==> src/design/b64c_pkg.sv <==
// ----------------------------------------------------------------------------
// b64c_pkg
// Shared types, constants and alphabet helpers for the Base64 stream codec.
// ----------------------------------------------------------------------------
package b64c_pkg;

   localparam int unsigned QueueDepth = 2;

   localparam logic ModeEncode = 1'b0;
   localparam logic ModeDecode = 1'b1;

   localparam logic [7:0] CharPad   = 8'h3D;  // '='
   localparam logic [7:0] CharPlus  = 8'h2B;  // '+'
   localparam logic [7:0] CharSlash = 8'h2F;  // '/'

   // one group of results: up to four bytes, first in the top
   typedef struct packed {
      logic [31:0] data;
      logic [1:0]  cnt_m1;
      logic        last;
      logic        bad;
   } b64c_entry_type;

   function automatic logic [7:0] sextet_char(input logic [5:0] v);
      logic [7:0] c;
      if (v < 6'd26)      c = 8'h41 + {2'b00, v};
      else if (v < 6'd52) c = 8'h61 + {2'b00, v - 6'd26};
      else if (v < 6'd62) c = 8'h30 + {2'b00, v - 6'd52};
      else if (v == 6'd62) c = CharPlus;
      else                c = CharSlash;
      return c;
   endfunction

   // {ok, sextet}
   function automatic logic [6:0] char_sextet(input logic [7:0] c);
      logic [6:0] r;
      if (c >= 8'h41 && c <= 8'h5A)      r = {1'b1, 6'(c - 8'h41)};
      else if (c >= 8'h61 && c <= 8'h7A) r = {1'b1, 6'(c - 8'h61 + 8'd26)};
      else if (c >= 8'h30 && c <= 8'h39) r = {1'b1, 6'(c - 8'h30 + 8'd52)};
      else if (c == CharPlus)            r = {1'b1, 6'd62};
      else if (c == CharSlash)           r = {1'b1, 6'd63};
      else                               r = 7'd0;
      return r;
   endfunction

endpackage

==> src/design/b64c_req_if.sv <==
// ----------------------------------------------------------------------------
// b64c_req_if
// Input channel: one byte per beat with an end-of-stream mark.
// ----------------------------------------------------------------------------
interface b64c_req_if;
   logic       valid;
   logic       ready;
   logic [7:0] in_byte;
   logic       in_last;

   modport source (output valid, output in_byte, output in_last, input ready);
   modport sink (input valid, input in_byte, input in_last, output ready);
endinterface

==> src/design/b64c_rsp_if.sv <==
// ----------------------------------------------------------------------------
// b64c_rsp_if
// Result channel: one byte per beat with end-of-stream and error marks.
// ----------------------------------------------------------------------------
interface b64c_rsp_if;
   logic       valid;
   logic       ready;
   logic [7:0] out_byte;
   logic       out_last;
   logic       bad_input;

   modport source (output valid, output out_byte, output out_last, output bad_input,
                   input ready);
   modport sink (input valid, input out_byte, input out_last, input bad_input,
                 output ready);
endinterface

==> src/design/b64c_front.sv <==
// ----------------------------------------------------------------------------
// b64c_front
// Accepts input beats, tracks group state and builds one result entry per
// finished group or error.
// ----------------------------------------------------------------------------
module b64c_front (
   input  logic                    clock,
   input  logic                    reset,
   b64c_req_if.sink                req,
   input  logic                    csr_wr_en,
   input  logic                    csr_wr_data,
   input  logic                    q_full,
   output logic                    q_push,
   output b64c_pkg::b64c_entry_type q_entry
);
   import b64c_pkg::*;

   logic        mode_ff, mode_in;
   logic [23:0] bits_ff, bits_in;
   logic [1:0]  cnt_ff, cnt_in;
   logic [1:0]  pad_ff, pad_in;
   logic        disc_ff, disc_in;

   logic        accept;
   logic [1:0]  pos;
   logic [23:0] merged;
   logic [1:0]  n;
   logic [6:0]  sx;
   logic        err;
   logic        emit;

   assign req.ready = !q_full;
   assign accept    = req.valid && req.ready;

   always_comb begin
      mode_in = mode_ff;
      bits_in = bits_ff;
      cnt_in  = cnt_ff;
      pad_in  = pad_ff;
      disc_in = disc_ff;
      emit    = 1'b0;
      err     = 1'b0;
      q_entry = '0;
      pos     = cnt_ff;
      merged  = bits_ff;
      n       = 2'd0;
      sx      = char_sextet(req.in_byte);

      if (csr_wr_en) begin
         mode_in = csr_wr_data;
         bits_in = '0;
         cnt_in  = '0;
         pad_in  = '0;
         disc_in = 1'b0;
      end else if (accept && mode_ff == ModeEncode) begin
         if (pos > 2'd2) pos = 2'd2;
         case (pos)
            2'd0:    merged = bits_ff | {req.in_byte, 16'h0000};
            2'd1:    merged = bits_ff | {8'h00, req.in_byte, 8'h00};
            default: merged = bits_ff | {16'h0000, req.in_byte};
         endcase
         n = pos + 2'd1;
         if (n < 2'd3 && !req.in_last) begin
            bits_in = merged;
            cnt_in  = n;
         end else begin
            emit = 1'b1;
            q_entry.data[31:24] = sextet_char(merged[23:18]);
            q_entry.data[23:16] = sextet_char(merged[17:12]);
            q_entry.data[15:8]  = (n >= 2'd2) ? sextet_char(merged[11:6]) : CharPad;
            q_entry.data[7:0]   = (n == 2'd3) ? sextet_char(merged[5:0]) : CharPad;
            q_entry.cnt_m1 = 2'd3;
            q_entry.last   = req.in_last;
            bits_in = '0;
            cnt_in  = '0;
            pad_in  = '0;
         end
      end else if (accept) begin
         if (disc_ff) begin
            if (req.in_last) begin
               disc_in = 1'b0;
               bits_in = '0;
               cnt_in  = '0;
               pad_in  = '0;
            end
         end else begin
            if (req.in_byte == CharPad) begin
               if (pos < 2'd2) err = 1'b1;
               else pad_in = pad_ff + 2'd1;
            end else if (!sx[6] || pad_ff != 2'd0) begin
               err = 1'b1;
            end else begin
               case (pos)
                  2'd0:    merged = bits_ff | {sx[5:0], 18'd0};
                  2'd1:    merged = bits_ff | {6'd0, sx[5:0], 12'd0};
                  2'd2:    merged = bits_ff | {12'd0, sx[5:0], 6'd0};
                  default: merged = bits_ff | {18'd0, sx[5:0]};
               endcase
            end
            if (!err) begin
               if (pos < 2'd3) begin
                  if (req.in_last) err = 1'b1;
                  else begin
                     bits_in = merged;
                     cnt_in  = pos + 2'd1;
                  end
               end else if (pad_in != 2'd0 && !req.in_last) begin
                  err = 1'b1;
               end else begin
                  emit = 1'b1;
                  q_entry.data   = {merged, 8'h00};
                  q_entry.cnt_m1 = 2'd2 - pad_in;
                  q_entry.last   = req.in_last;
                  bits_in = '0;
                  cnt_in  = '0;
                  pad_in  = '0;
               end
            end
            if (err) begin
               emit    = 1'b1;
               q_entry = '0;
               q_entry.last = 1'b1;
               q_entry.bad  = 1'b1;
               bits_in = '0;
               cnt_in  = '0;
               pad_in  = '0;
               disc_in = !req.in_last;
            end
         end
      end
   end

   assign q_push = emit;

   always_ff @(posedge clock) begin
      if (reset) begin
         mode_ff <= ModeEncode;
         bits_ff <= '0;
         cnt_ff  <= '0;
         pad_ff  <= '0;
         disc_ff <= 1'b0;
      end else begin
         mode_ff <= mode_in;
         bits_ff <= bits_in;
         cnt_ff  <= cnt_in;
         pad_ff  <= pad_in;
         disc_ff <= disc_in;
      end
   end

endmodule

==> src/design/b64c_queue.sv <==
// ----------------------------------------------------------------------------
// b64c_queue
// Small FIFO of result entries between front and back.
// ----------------------------------------------------------------------------
module b64c_queue #(
   parameter int unsigned Depth = b64c_pkg::QueueDepth
) (
   input  logic                     clock,
   input  logic                     reset,
   input  logic                     push,
   input  b64c_pkg::b64c_entry_type push_entry,
   input  logic                     pop,
   output logic                     full,
   output logic                     not_empty,
   output b64c_pkg::b64c_entry_type head
);
   import b64c_pkg::*;

   localparam int unsigned PtrW = (Depth > 1) ? $clog2(Depth) : 1;
   localparam int unsigned CntW = $clog2(Depth + 1);

   b64c_entry_type        slot_ff [Depth];
   logic [PtrW-1:0]       wr_ff, wr_in;
   logic [PtrW-1:0]       rd_ff, rd_in;
   logic [CntW-1:0]       cnt_ff, cnt_in;
   logic                  do_push, do_pop;

   assign full      = (cnt_ff == CntW'(Depth));
   assign not_empty = (cnt_ff != '0);
   assign head      = slot_ff[rd_ff];
   assign do_push   = push && !full;
   assign do_pop    = pop && not_empty;

   always_comb begin
      wr_in  = wr_ff;
      rd_in  = rd_ff;
      cnt_in = cnt_ff;
      if (do_push) wr_in = (wr_ff == PtrW'(Depth - 1)) ? '0 : wr_ff + 1'b1;
      if (do_pop)  rd_in = (rd_ff == PtrW'(Depth - 1)) ? '0 : rd_ff + 1'b1;
      if (do_push && !do_pop)      cnt_in = cnt_ff + 1'b1;
      else if (!do_push && do_pop) cnt_in = cnt_ff - 1'b1;
   end

   always_ff @(posedge clock) begin
      if (reset) begin
         wr_ff  <= '0;
         rd_ff  <= '0;
         cnt_ff <= '0;
      end else begin
         wr_ff  <= wr_in;
         rd_ff  <= rd_in;
         cnt_ff <= cnt_in;
      end
   end

   always_ff @(posedge clock) begin
      if (do_push) slot_ff[wr_ff] <= push_entry;
   end

endmodule

==> src/design/b64c_back.sv <==
// ----------------------------------------------------------------------------
// b64c_back
// Takes entries from the queue and sends their bytes one beat at a time
// through a registered output stage.
// ----------------------------------------------------------------------------
module b64c_back (
   input  logic                     clock,
   input  logic                     reset,
   input  logic                     q_valid,
   input  b64c_pkg::b64c_entry_type q_head,
   output logic                     q_pop,
   b64c_rsp_if.source               rsp
);
   import b64c_pkg::*;

   b64c_entry_type cur_ff, cur_in;
   logic           cur_valid_ff, cur_valid_in;
   logic [1:0]     idx_ff, idx_in;
   logic           out_valid_ff, out_valid_in;
   logic [7:0]     out_byte_ff, out_byte_in;
   logic           out_last_ff, out_last_in;
   logic           out_bad_ff, out_bad_in;

   logic           take_out;
   logic           at_end;
   logic           cur_free;
   logic [7:0]     sel_byte;

   assign take_out = !out_valid_ff || rsp.ready;
   assign at_end   = (idx_ff == cur_ff.cnt_m1);
   assign cur_free = !cur_valid_ff || (take_out && at_end);
   assign q_pop    = cur_free && q_valid;

   always_comb begin
      case (idx_ff)
         2'd0:    sel_byte = cur_ff.data[31:24];
         2'd1:    sel_byte = cur_ff.data[23:16];
         2'd2:    sel_byte = cur_ff.data[15:8];
         default: sel_byte = cur_ff.data[7:0];
      endcase
   end

   always_comb begin
      cur_in       = cur_ff;
      cur_valid_in = cur_valid_ff;
      idx_in       = idx_ff;
      out_valid_in = out_valid_ff;
      out_byte_in  = out_byte_ff;
      out_last_in  = out_last_ff;
      out_bad_in   = out_bad_ff;

      if (take_out) begin
         out_valid_in = cur_valid_ff;
         if (cur_valid_ff) begin
            out_byte_in = sel_byte;
            out_last_in = at_end && cur_ff.last;
            out_bad_in  = cur_ff.bad;
            idx_in      = idx_ff + 2'd1;
         end
      end
      if (cur_free) begin
         cur_valid_in = q_valid;
         cur_in       = q_head;
         idx_in       = '0;
      end
   end

   always_ff @(posedge clock) begin
      if (reset) begin
         cur_valid_ff <= 1'b0;
         out_valid_ff <= 1'b0;
         idx_ff       <= '0;
      end else begin
         cur_valid_ff <= cur_valid_in;
         out_valid_ff <= out_valid_in;
         idx_ff       <= idx_in;
      end
   end

   always_ff @(posedge clock) begin
      cur_ff      <= cur_in;
      out_byte_ff <= out_byte_in;
      out_last_ff <= out_last_in;
      out_bad_ff  <= out_bad_in;
   end

   assign rsp.valid     = out_valid_ff;
   assign rsp.out_byte  = out_byte_ff;
   assign rsp.out_last  = out_last_ff;
   assign rsp.bad_input = out_bad_ff;

endmodule

==> src/design/base64_stream_codec.sv <==
// A group's first result beat passes through a queue slot, the current-entry register
// and the output register.
// Throughput: one input beat per cycle while the queue is not full; one result beat
// per cycle while the receiver is ready, so the output stage limits encode but not decode.
// Reset (synchronous): encode mode, empty group, queue and output stage empty.
// ----------------------------------------------------------------------------
// base64_stream_codec
// Base64 encoder/decoder with a mode register, front classifier, entry queue
// and serializing back end.
// ----------------------------------------------------------------------------
module base64_stream_codec #(
   parameter int unsigned QueueDepth = b64c_pkg::QueueDepth
) (
   input  logic       clock,
   input  logic       reset,
   b64c_req_if.sink   req,
   b64c_rsp_if.source rsp,
   input  logic       csr_wr_en,
   input  logic       csr_wr_data
);
   import b64c_pkg::*;

   logic           q_full;
   logic           q_push;
   logic           q_pop;
   logic           q_valid;
   b64c_entry_type q_entry;
   b64c_entry_type q_head;

   b64c_front u_front (
      .clock       (clock),
      .reset       (reset),
      .req         (req),
      .csr_wr_en   (csr_wr_en),
      .csr_wr_data (csr_wr_data),
      .q_full      (q_full),
      .q_push      (q_push),
      .q_entry     (q_entry)
   );

   b64c_queue #(
      .Depth (QueueDepth)
   ) u_queue (
      .clock      (clock),
      .reset      (reset),
      .push       (q_push),
      .push_entry (q_entry),
      .pop        (q_pop),
      .full       (q_full),
      .not_empty  (q_valid),
      .head       (q_head)
   );

   b64c_back u_back (
      .clock   (clock),
      .reset   (reset),
      .q_valid (q_valid),
      .q_head  (q_head),
      .q_pop   (q_pop),
      .rsp     (rsp)
   );

endmodule
==> src/flat_wrapper.sv <==
// flat-port wrapper written by rule: the top's interface ports become plain ports
module base64_stream_codec_flat import b64c_pkg::*;
#(
   parameter int unsigned QueueDepth = b64c_pkg::QueueDepth
)
  (clock, reset, csr_wr_en, csr_wr_data, req_valid, req_in_byte, req_in_last, req_ready, rsp_valid, rsp_out_byte, rsp_out_last, rsp_bad_input, rsp_ready);
  b64c_req_if req_i ();
  b64c_rsp_if rsp_i ();
  input  logic clock;
  input  logic reset;
  input  logic csr_wr_en;
  input  logic csr_wr_data;
  input wire logic [$bits(req_i.valid)-1:0] req_valid;
  input wire logic [$bits(req_i.in_byte)-1:0] req_in_byte;
  input wire logic [$bits(req_i.in_last)-1:0] req_in_last;
  output wire logic [$bits(req_i.ready)-1:0] req_ready;
  output wire logic [$bits(rsp_i.valid)-1:0] rsp_valid;
  output wire logic [$bits(rsp_i.out_byte)-1:0] rsp_out_byte;
  output wire logic [$bits(rsp_i.out_last)-1:0] rsp_out_last;
  output wire logic [$bits(rsp_i.bad_input)-1:0] rsp_bad_input;
  input wire logic [$bits(rsp_i.ready)-1:0] rsp_ready;
  assign req_i.valid = req_valid;
  assign req_i.in_byte = req_in_byte;
  assign req_i.in_last = req_in_last;
  assign req_ready = req_i.ready;
  assign rsp_valid = rsp_i.valid;
  assign rsp_out_byte = rsp_i.out_byte;
  assign rsp_out_last = rsp_i.out_last;
  assign rsp_bad_input = rsp_i.bad_input;
  assign rsp_i.ready = rsp_ready;
  base64_stream_codec #(.QueueDepth(QueueDepth)) u_core (.clock(clock), .reset(reset), .req(req_i), .rsp(rsp_i), .csr_wr_en(csr_wr_en), .csr_wr_data(csr_wr_data));
endmodule
==> config.mk <==
export PLATFORM = sky130hd
export DESIGN_NAME = base64_stream_codec_flat
export DESIGN_NICKNAME = d
export VERILOG_FILES = /design/src/design/b64c_pkg.sv /design/src/design/b64c_req_if.sv /design/src/design/b64c_rsp_if.sv /design/src/design/b64c_front.sv /design/src/design/b64c_queue.sv /design/src/design/b64c_back.sv /design/src/design/base64_stream_codec.sv /design/src/flat_wrapper.sv
export SDC_FILE = /design/constraint.sdc
export NUM_CORES = 1
export LEC_CHECK = 0
export BUFFER_PORTS_ARGS = -buffer_cell sky130_fd_sc_hd__buf_2
export CAP_MARGIN = 20
export CORE_AREA = 2 2 130 196
export DETAILED_ROUTE_END_ITERATION = 7
export DIE_AREA = 0 0 132 198
export PLACE_DENSITY = 0.58
export SYNTH_ARGS = -nofsm -noshare
export SYNTH_HDL_FRONTEND = slang
export SYNTH_SLANG_ARGS = --single-unit
==> constraint.sdc <==
create_clock -name clock -period 6.05 [get_ports clock]
set_clock_uncertainty 0.05 [all_clocks]
set_input_delay 0.3025 -clock clock [delete_from_list [all_inputs] [get_ports clock]]
set_output_delay 0.3025 -clock clock [all_outputs]
set_load 0.02 [all_outputs]
; ---- Word level (Yosys, flattened, before mapping)
; Memories as Yosys holds them, arrays and structs flattened. A register that Yosys moved wholly into a read port is not among the register bits.
; Index checks and enable logic that the tools add are counted.
[word_totals]
ff_bits = 48
mem_bits_rw = 72
n_memories = 1
[mem_list]
columns = name, depth, width, rd, rd_ports_with_merged_regs, wr, line
row1 = u_core.u_queue.slot_ff, 2, 36, 1, 1, 1, b64c_queue.sv:22  ; b64c_entry_type slot_ff [Depth];
[op_classes]
add_sub_neg = 34
n_lt_le_gt_ge = 23
n_eq_ne = 20
mux = 110
bitwise = 9
reduce_logical = 38
[op_table]
columns = cell, n
row1 = two-way mux 24 bit, 14
row2 = two-way mux 35 bit, 5
row3 = two-way mux 36 bit, 4
row4 = two-way mux 8 bit, 10
row5 = one-hot mux 24 bit (3 select lines), 1
row6 = adder 7 x 6 -> 8 bit (first input constant), 8
row7 = two-way mux 7 bit, 9
row8 = two-way mux 2 bit, 29
row9 = < comparator 6 bit (second input constant), 8
row10 = OR 24 bit, 2
row11 = one-hot mux 24 bit (2 select lines), 1
row12 = subtractor 6 bit (second input constant), 6
row13 = two-way mux 1 bit, 32
row14 = adder 6 x 6 -> 7 bit (first input constant), 4
row15 = == test 6 bit (second input constant), 4
row16 = == test 8 x 6 -> 1 bit (second input constant), 3
row17 = < comparator 6 x 5 -> 1 bit (second input constant), 4
row18 = OR 24 x 12 -> 24 bit, 1
row19 = OR 24 x 16 -> 24 bit, 1
row20 = OR 24 x 18 -> 24 bit, 1
row21 = OR 24 x 6 -> 24 bit, 1
row22 = OR 24 x 8 -> 24 bit, 1
row23 = one-hot mux 8 bit (3 select lines), 1
row24 = subtractor 6 x 5 -> 6 bit (second input constant), 4
row25 = 32 further kinds, 80

; ---- Logic depth before layout (Yosys ltp)
[logic_depth]
ltp_word = 29
ltp_mapped = 15

; ---- Hierarchy
; A second synthesis with hierarchy kept.
[hier_totals]
hier_cells = 912
hier_area_um2 = 9567.9
[modules_own_cells]
columns = module, n_inst, cells_each, area_each_um2, seq_area_each_um2
row1 = b64c_front, 1, 672, 4914.7, 600.6
row2 = b64c_queue, 1, 137, 2815.2, 2262.2
row3 = b64c_back, 1, 103, 1838.0, 1461.4

; ---- Worst setup path after synthesis
; Ideal clock, no wire load.
[synth_timing]
path_type = input -> register
from = input port req_in_byte[2]
to = memory u_core.u_queue.slot_ff[0][0] in the netlist's numbering, enable pin
arrival_ps = 3561
t_required_ps = 5567
setup_slack_ps = 2005
stages = 10
path_buffers = 2
cell_sequence = buf_2 inv_1 ha_1 buf_2 a21boi_2 a2bb2oi_2 a211oi_4 o21a_1 o21ai_1 nor2b_1
[synth_via]
elab_chain_len = 27
word_cells_on_any_way = 50
cone_classes = order compare: 6 / eq/ne: 3 / mux: 33 / reduce/logical: 8
[synth_lines]
columns = element, line
row1 = start: declaration, flat_wrapper.sv:14  ; input wire logic [$bits(req_i.in_byte)-1:0] req_in_byte;
row2 = "parallel branches: the longest is 19 deep, another holds >= comparator 8 x 6 -> 1 bit", --
row3 = two-way mux 1 bit *, b64c_front.sv:119  ; if (err) begin
row4 = two-way mux 1 bit *, b64c_front.sv:79  ; if (disc_ff) begin
row5 = two-way mux 1 bit *, b64c_front.sv:78  ; end else if (accept) begin
row6 = two-way mux 1 bit *, b64c_front.sv:55  ; end else if (accept && mode_ff == ModeEncode) begin
row7 = two-way mux 1 bit *, b64c_front.sv:49  ; if (csr_wr_en) begin
row8 = logical AND 1 bit *, b64c_queue.sv:31  ; assign do_push = push && !full;
row9 = net u_core.u_queue.do_push, b64c_queue.sv:26  ; logic do_push, do_pop;
row10 = two-way mux 1 bit *, b64c_queue.sv:57  ; if (do_push) slot_ff[wr_ff] <= push_entry;
row11 = two-way mux 1 bit (implied by the code) *, b64c_queue.sv:57
row12 = end: declaration, b64c_queue.sv:22
; Mark *: on every way through the listed nets, which the timed path passes. The select of a mux whose other input is x is not followed.

==> flow_results.org <==
** Floorplan
- From left edge to right edge, the die measures 132 um.
- In this run the standard cell core region covers 0.0246 mm^2.
- Die area :: 0.0261 mm^2
- 27 I/O pins were placed.
- Vert. Die Dim :: 198 um
- The floorplan has 71 rows.
- Initial Util :: 39.2%

** Power and ir drop
- The internal portion of the total power is 0.00257 W.
- Power per unit of standard cell area :: 348 mW/mm^2
- The clock network is responsible for 29.6% of the overall power.
- Worst vdd ir :: 0.209 mV
- Net switching is 31.2% of the power.
- For this design the total switching power over the nets is 0.00117 W.
- Sequential cell fraction of total power :: 43.5%
- Sum of internal, switching and leakage power :: 0.00373 W
- Summed over all cells, the static leakage comes to 3.86 nW.
- In this run, the combinational gates consume 26.9% of the power.

** Timing
- Tightest Pin Transition :: 1170 ps
- The worst path uses 66.3% of the clock period.
- Number of max-slew violations in the final report :: 0
- Setup repair after global routing left no endpoint under its margin.
- Adding up every negative setup slack in the final design gives 0 ps.
- Rel. slew slack :: 21.8%
- The count of endpoints failing hold in the final timing report came to 0.
- Crit path time final :: 4010 ps
- Upper clock frequency limit :: 249 MHz
- Setup violators final :: 0

** Layout
- The final layout contains 1011 nets.
- Most common cell after layout, fill and taps aside :: edfxtp_1
- Fraction of final layout cells sized beyond drive strength 1 :: 15.1%
- End-of-flow core utilization :: 43.6%
- Area Growth Syn to Fin :: 11.1%
- Most frequent cells in the layout :: 118 x edfxtp_1, 62 x nand2_1, 62 x ha_1, 56 x a21oi_1, 53 x inv_1
- The number of antenna diodes in the final layout is 0.

** Synthesis
- Number of distinct library cell variants in the gate-level netlist after synthesis :: 92
- Yosys printed 0 warnings.
- Gate count of the mapped netlist :: 920
- Share of synthesized registers carrying an async set or reset :: 0%
- Synthesized area per cell :: 10.5 um^2
- Number of nets produced by synthesis :: 997
- Summing every instance area after synthesis gives 0.00965 mm^2.
- The most used flip-flop cell after synthesis is edfxtp_1.
- Sequential cells were found to cover 44.6% of the synthesized design area.
- Number of enable-type register cells in the synthesized netlist :: 118
- After synthesis the netlist holds a flip-flop and latch count of 156.

** Detailed routing
- The final route contains 7419 vias.
- The first detailed-routing pass ran for 7 iterations.
- Number of nets with antenna violations after detailed routing :: 0
- Using the TritonRoute via totals, the vias-per-cell ratio works out to 5.82.
- For this block, the routed nets add up to 26400 um of wire.
- Violation count after the first detailed-routing iteration :: 750
- Routed wire length per instance :: 20.7 um
- Drc violations :: 0

** Placement
- Detailed Place HPWL :: 19600 um
- Final weighted congestion in routability-driven placement :: 0.950
- Buffers on Ports :: 26

** Global route
- Initial antenna violation count :: 0
- The via count of the first global-routing pass is 7132.
- Global routing finished with a remaining overflow of 0.
- Global-route wire length before repair :: 40700 um
- Global routing consumed, over all layers together, 20.2% of the routing resources.
- Entering global routing, the biggest net connects 40 pins.

** Min path
- Path class of the lowest-slack min-delay path :: input port to register

** CTS
- CTS hold repair buffers :: 0
- For this design, the sink count on the clock tree is 156.
- The cell sitting at the root of the clock tree is a clkbuf_16.
- In this run the post-CTS setup repair buffer count came out at 0.
- TritonCTS built the clock tree.
- H-tree depth :: 4
- Post-CTS clock slew at the launch and capture registers of the worst setup and hold paths :: 60 ps
- In this run, post-CTS repair resized a total of 0 instances.
- Largest buffer count on any clock path :: 2
- Clock latency on the worst-skew pair :: 430 ps
- Counting the buffers created by CTS gives 17.

** Setup path
- WS Path Type :: register to register
- Crit-path max FO :: 28
- STA classifies the critical path endpoint as a register.
- STA classifies the critical path startpoint as a register.
- Worst EP arrival :: 4120 ps
- Required time at the endpoint of the critical path :: 6160 ps

** Run status
- Status :: completed

** Flow run
- Total of max-cap violations :: 0
## cell families (layout without fill, tap and decap cells)
family | Yosys count | in the layout | share of synthesized area [%]
compound gates | 286 | 286 | 21.4
simple gates | 220 | 220 | 12.0
flops | 156 | 156 | 44.6
buf+inv | 101 | 127 | 4.21
fa+ha+maj | 62 | 62 | 8.04
mux | 51 | 51 | 5.75
xor+xnor | 44 | 44 | 3.99
## through the flow
stage                     hold slack (ps)  cell area, um^2  instances  worst slack (ps)
final                                62.8            10700       1274              2040
after global routing                 92.8            10700       1274              1670
after CTS                            47.0            10700       1273              2090
after detailed placement              375            10100       1242              2110
after global placement                370            10100       1241              2080
after floorplan                       350             9650        920              2010
## area by class of cell
type                    count  area, um^2
fillers                  2343       13900
multi-input cells         663        4960
flip-flops and latches    156        4300
clock buffers              19         433
well taps                 328         410
repair buffers             41         243
inverters                  55         206
clock inverters            12         173
## final timing paths
kind / start / slack (ps) / cells after the start / to
setup reg to reg: u_core.u_front.cnt_ff[1] / 2040 / 12 / u_core.u_queue.slot_ff[1][34]
hold / removal: csr_wr_data / 60 / 3 / u_core.u_front.mode_ff
hold reg to reg: u_core.u_back.cur_ff[0] / 380 / 0 / u_core.u_back.rsp.bad_input
setup / recovery: u_core.u_front.cnt_ff[1] / 2040 / 12 / u_core.u_queue.slot_ff[1][34]
## synth_stat cells, drive strengths merged (6+ instances only)
library cell    n  area (um^2)
a2111oi         6         65.1
a211oi         14          123
a21o           15          113
a21oi          59          307
a221oi          6         52.6
a222oi          8         80.1
a22o           10         96.4
a22oi          15          128
a2bb2oi         9         85.1
a31oi          11         83.8
and3            8         50.1
buf            16         86.3
clkbuf         30          114
dfxtp          38          761
edfxtp        118         3540
ha             62          776
inv            55          206
mux2           36          405
mux2i          15          150
nand2          62          233
nand2b          9         56.3
nand3          10         50.1
nor2           46          183
nor3           35          185
nor4            7         50.1
o211ai          6         45.0
o21a            6         46.3
o21ai          55          290
o22ai          15         93.8
or3             8         50.1
xnor2          27          236
xor2           17          149
## power groups by stage
stage	clock, W	combinational [W]	sequential, W
6_report	0.00110	0.00100	0.00163
5_1_grt	0.00116	0.00110	0.00165
4_1_cts	0.00112	0.00101	0.00163
3_5_place_dp	0	0.00100	0.00166
3_3_place_gp	0	0.000997	0.00165
2_1_floorplan	0	0.000693	0.00163
## flip-flops by register name (all words and copies together) (netlist names), 2 cells and up
register                    count
u_core.u_queue.slot_ff         72
u_core.u_queue.cnt_ff           2
u_core.u_back.cur_ff           36
u_core.u_back.idx_ff            2
u_core.u_back.rsp.out_byte      8
u_core.u_front.pad_ff           2
u_core.u_front.cnt_ff           2
u_core.u_front.bits_ff         24
## layer usage
metal	wire length (um)	global-route usage, %	share of wire (%)
met1	10100	22.2	38
met2	13700	36.7	52
met3	1120	2.71	4.3
met4	1430	12.9	5.4
met5	0	0	0
## critical path, cell delays in order (launching register included)
cell	delay (ps)
dfxtp_1	360
inv_1	190
ha_1	180
buf_4	360
a21o_1	300
inv_1	180
ha_1	270
nor3_2	480
a21boi_0	600
nand2b_1	110
nand4_1	110
nor2_1	70
nor4_1	470
Note: power is estimated with default switching activity, not from simulation.
